$ cat config.mk
export PLATFORM = sky130hd
export DESIGN_NAME = prres_mac
export DESIGN_NICKNAME = d
export VERILOG_FILES = /design/src/sv/prres_pkg.sv /design/src/sv/prres_mac.sv
export SDC_FILE = /design/constraint.sdc
export NUM_CORES = 2
export LEC_CHECK = 0
export BUFFER_PORTS_ARGS = -buffer_cell sky130_fd_sc_hd__buf_2
export CAP_MARGIN = 0
export CELL_PAD_IN_SITES_DETAIL_PLACEMENT = 1
export CELL_PAD_IN_SITES_GLOBAL_PLACEMENT = 1
export CORE_ASPECT_RATIO = 1.2
export CORE_UTILIZATION = 42
export CTS_BUF_LIST = sky130_fd_sc_hd__clkbuf_2
export CTS_CLUSTER_DIAMETER = 150
export DETAILED_ROUTE_END_ITERATION = 12
export PLACE_DENSITY = 0.74
export SYNTH_ARGS = -nofsm -noshare
export SYNTH_HDL_FRONTEND = slang
export SYNTH_SLANG_ARGS = --single-unit
$ cat constraint.sdc
create_clock -name clock -period 11 [get_ports clock]
set_clock_uncertainty 0.15 [all_clocks]
set_input_delay 0.55 -clock clock [delete_from_list [all_inputs] [get_ports clock]]
set_output_delay 0.55 -clock clock [all_outputs]
set_load 0.01 [all_outputs]
$ cat src/sv/prres_pkg.sv
`default_nettype none
package prres_pkg;

   localparam int DATA_W = 32;
   localparam int PROD_W = 64;
   localparam int ACC_W  = 72;
   localparam int FRAC_W = 24;

   typedef enum logic [2:0] {
      OP_LOAD_BASIS = 3'd0,
      OP_LOAD_DUAL  = 3'd1,
      OP_LOAD_GINV  = 3'd2,
      OP_LOAD_PROJ  = 3'd3,
      OP_START      = 3'd4
   } op_type;

   typedef enum logic [0:0] {
      REG_VECTORS_USED = 1'd0,
      REG_LENGTH_USED  = 1'd1
   } reg_index_type;

   typedef struct packed {
      logic                     sat;
      logic signed [DATA_W-1:0] val;
   } round_type;

   // round to nearest, ties up, then saturate to q8.24
   function automatic round_type round_acc(input logic signed [ACC_W-1:0] a);
      logic signed [ACC_W-1:0]        t;
      logic signed [ACC_W-FRAC_W-1:0] s;
      round_type                      r;
      t = a + (ACC_W'(1) <<< (FRAC_W - 1));
      s = t[ACC_W-1:FRAC_W];
      if (s[ACC_W-FRAC_W-1:DATA_W-1] == '0 || s[ACC_W-FRAC_W-1:DATA_W-1] == '1) begin
         r.sat = 1'b0;
         r.val = s[DATA_W-1:0];
      end else begin
         r.sat = 1'b1;
         r.val = s[ACC_W-FRAC_W-1] ? {1'b1, {(DATA_W-1){1'b0}}}
                                   : {1'b0, {(DATA_W-1){1'b1}}};
      end
      return r;
   endfunction

endpackage
`default_nettype wire

$ cat src/sv/prres_mac.sv
`default_nettype none
module prres_mac (
   input  wire logic                                clock,
   input  wire logic signed [prres_pkg::DATA_W-1:0] a,
   input  wire logic signed [prres_pkg::DATA_W-1:0] b,
   output logic signed [prres_pkg::PROD_W-1:0]      prod
);
   import prres_pkg::*;

   logic signed [PROD_W-1:0] prod_ff;

   always_ff @(posedge clock) begin
      prod_ff <= PROD_W'(a) * PROD_W'(b);
   end

   assign prod = prod_ff;

endmodule
`default_nettype wire

==> key figures <==
Worst setup path
  • Most numerous cell on the critical path: fa_1
  • CP startpoint kind: input pin
  • Crit end category: flip-flop
  • Delay-heaviest family, CP: adder cells
  • Slowest Stage Delay on Critical Path: 930 ps
  • Worst EP arrival: ~9100 ps
  • Worst Path Max Fanout: 15
  • CP bufs+invs: 9
  • WS Path Type: input pin to flip-flop
  • Max stage delay cell, worst path: fa_1
  • Crit path from: a[31]
  • Stages on worst setup path: 27
  • Worst path required time: 11620 ps

STA
  • Final Critical Period: around 8500 ps
  • Final setup TNS: 0 ps
  • Max Fclk: between 0.1 and 0.15 GHz
  • Final Max Slew Viols: 0
  • Final setup vio count: 0
  • Final hold violation count: 0
  • Headroom to the max-slew limit: between 10% and 20%
  • Worst-margin pin slew: ~1300 ps
  • RSZ-0062 raised after global routing: no
  • Tcrit/Tclk final: around 77%

Floorplanning
  • FP Rows: approximately 120
  • CORE AREA: between 80000 and 90000 um2
  • Die height: roughly 330 um
  • Die Area: 89900 um2
  • I/O Pins: approximately 130
  • Chip Width: ~270 um
  • Initial core utilization: between 40% and 50%

Synthesis
  • Register bit total from synthesis: 64
  • Synth warn: 0
  • Sequential cell area fraction in the yosys report: 3.44%
  • Synth Net Count: between 5k and 6k
  • Asr flop ratio synth: 0%
  • Syn Inst Count: between 3k and 4k
  • Post-synth EDFFs: 0
  • Yosys cell types: 63
  • Most used flip-flop cell after synthesis: dfxtp_1
  • Post-Syn Area per Cell: between 9 and 10 um2
  • Mapped Area: 37200 um2

Global route
  • GRT Util Overall: approximately 27%
  • Number of global-route vias before repair: between 30k and 40k
  • Pin count of the biggest net entering global routing: 33
  • First-pass GRT wire length: approximately 180 mm
  • Antenna violations before repair: 9
  • Gr ovfl total: 0

Flow run
  • Max Cap Violations: 0

Final layout
  • Largest register FFs: 64
  • Layout Area Growth over Synthesis: 4.57%
  • Ratio of cells with drive above 1 in the final layout: roughly 5.1%
  • Fin nets: between 5k and 6k
  • Design area: about 40000 um2
  • Multi-input gate area: 31600 um2
  • Reg area: about 1300 um2
  • Fillers: about 10k

Status
  • Failing checks: DRC
  • Status: complete, but fails checks

Routing
  • First DRT Iteration DRCs: around 1.1k
  • DRC errors left: 28
  • Final WL: 114 mm
  • Post-route ant nets: 0
  • Routed len/inst: 22.8 um
  • Vias: about 26k
  • Drt first pass iters: 9
  • Avg Vias per Cell: between 5 and 6

Clock network
  • Htree depth: 3
  • # Post-CTS Setup Buffers: 0
  • CTS Hold Bufs: 0
  • Clock-pin slew on the worst setup and hold paths: about 240 ps
  • CTS max path bufs: 2
  • Post-CTS sizing: 0
  • CTS tree: built
  • CTS Buf Count: 9
  • CTS root buf: clkbuf_2
  • Clock sink count: between 60 and 70

Min path
  • HP Class: input pin to flip-flop
  • Worst Hold Depth: 2
  • Hold Path Origin: a[0]

Placement
  • # port buffers: around 130
  • Placer Congestion: between 0.9 and 1
  • Placed cell areas: slightly below 40000 um2
  • DP HPWL: just over 90 mm
## final cells by class
| cell class | instances | share of cell area (%) |
|---|---|---|
| timing repair buffer | 158 | 2.22 |
| clock buffer | 11 | 0.141 |
| sequential | 64 | 3.29 |
| antenna | 6 | 0.0386 |
| tap | 1149 | 3.69 |
| clock inverter | 5 | 0.209 |
| multi-input combinational | 2668 | 81.2 |
| inverter | 952 | 9.18 |
## stage by stage
stage                     hold WS, ps  setup WS (ps)  util, %  cells
after detailed placement          795           1650     44.2   4991
after global placement            796           1810     44.2   4991
final                            96.8           2500     44.3   5013
after floorplan                   527           3040        -   3884
after CTS                        14.8           2570     44.3   5007
after global routing             34.9           2210     44.3   5012
## cells by family (layout without fill, tap and decap cells)
family	count (synthesis)	after routing	synth area share, %
compound gates	193	193	3.46
xor+xnor	75	75	1.76
fa+ha+maj	1266	1266	64.3
buf+inv	1152	1126	11.6
flops	64	64	3.44
other cells	0	6	0
simple gates	1134	1134	15.4
## metal layers
| layer | wire length (um) | part of all wire, % | GRT usage (%) |
|---|---|---|---|
| met1 | 40900 | 36 | 30.1 |
| met2 | 61700 | 54 | 49.3 |
| met3 | 4610 | 4.0 | 3.24 |
| met4 | 6930 | 6.1 | 15.1 |
| met5 | 45 | 0.039 | 0 |
## path summary, 6_finish.rpt
path                        to  slack, ps
worst min-delay path   prod[0]        100
worst max-delay path  prod[62]       2500
## cells in the mapped netlist (2+ instances only)
library cell | instances | area, um2
nand3_1 | 15 | 75.1
and4_1 | 3 | 26.3
and2_1 | 516 | 3230
nor3_1 | 6 | 30.0
a21oi_1 | 68 | 340
nand2_1 | 511 | 1920
nor2_1 | 42 | 158
and3_1 | 7 | 43.8
o211ai_1 | 3 | 22.5
buf_2 | 3 | 15.0
a211oi_1 | 4 | 30.0
o22a_1 | 2 | 17.5
a211oi_2 | 3 | 37.5
o21bai_1 | 15 | 113
nand4_1 | 7 | 43.8
nor2b_1 | 3 | 18.8
o21ai_2 | 2 | 17.5
dfxtp_1 | 64 | 1280
ha_1 | 184 | 2300
xnor2_1 | 53 | 464
o21a_1 | 4 | 30.0
clkbuf_1 | 195 | 732
fa_1 | 1082 | 21700
a21o_1 | 23 | 173
o31ai_1 | 6 | 45.0
a21boi_0 | 3 | 22.5
nand2b_1 | 9 | 56.3
a21o_2 | 2 | 17.5
buf_1 | 2 | 7.51
o21ai_0 | 28 | 140
a31oi_1 | 12 | 75.1
or3_1 | 4 | 25.0
xor2_1 | 22 | 193
inv_1 | 952 | 3570
## placed cells by master, fill, tap and decap left out, types with 4 or more instances in the layout
cell / n
nor2_1: 42
nand2_1: 511
a31oi_1: 12
nand4_1: 7
clkbuf_2: 11
inv_1: 952
a211oi_1: 4
fa_1: 1082
ha_1: 184
o31ai_1: 6
o21bai_1: 15
diode_2: 6
xor2_1: 22
a21oi_1: 68
o21a_1: 4
nand3_1: 15
o21ai_0: 28
and2_1: 516
and3_1: 7
nand2b_1: 9
dfxtp_1: 64
buf_2: 128
or3_1: 4
nor3_1: 6
a21o_1: 23
xnor2_1: 53
buf_4: 30
Power is not shown: default switching activity piles up to over one toggle a cycle in this logic, so the estimate is an artifact.
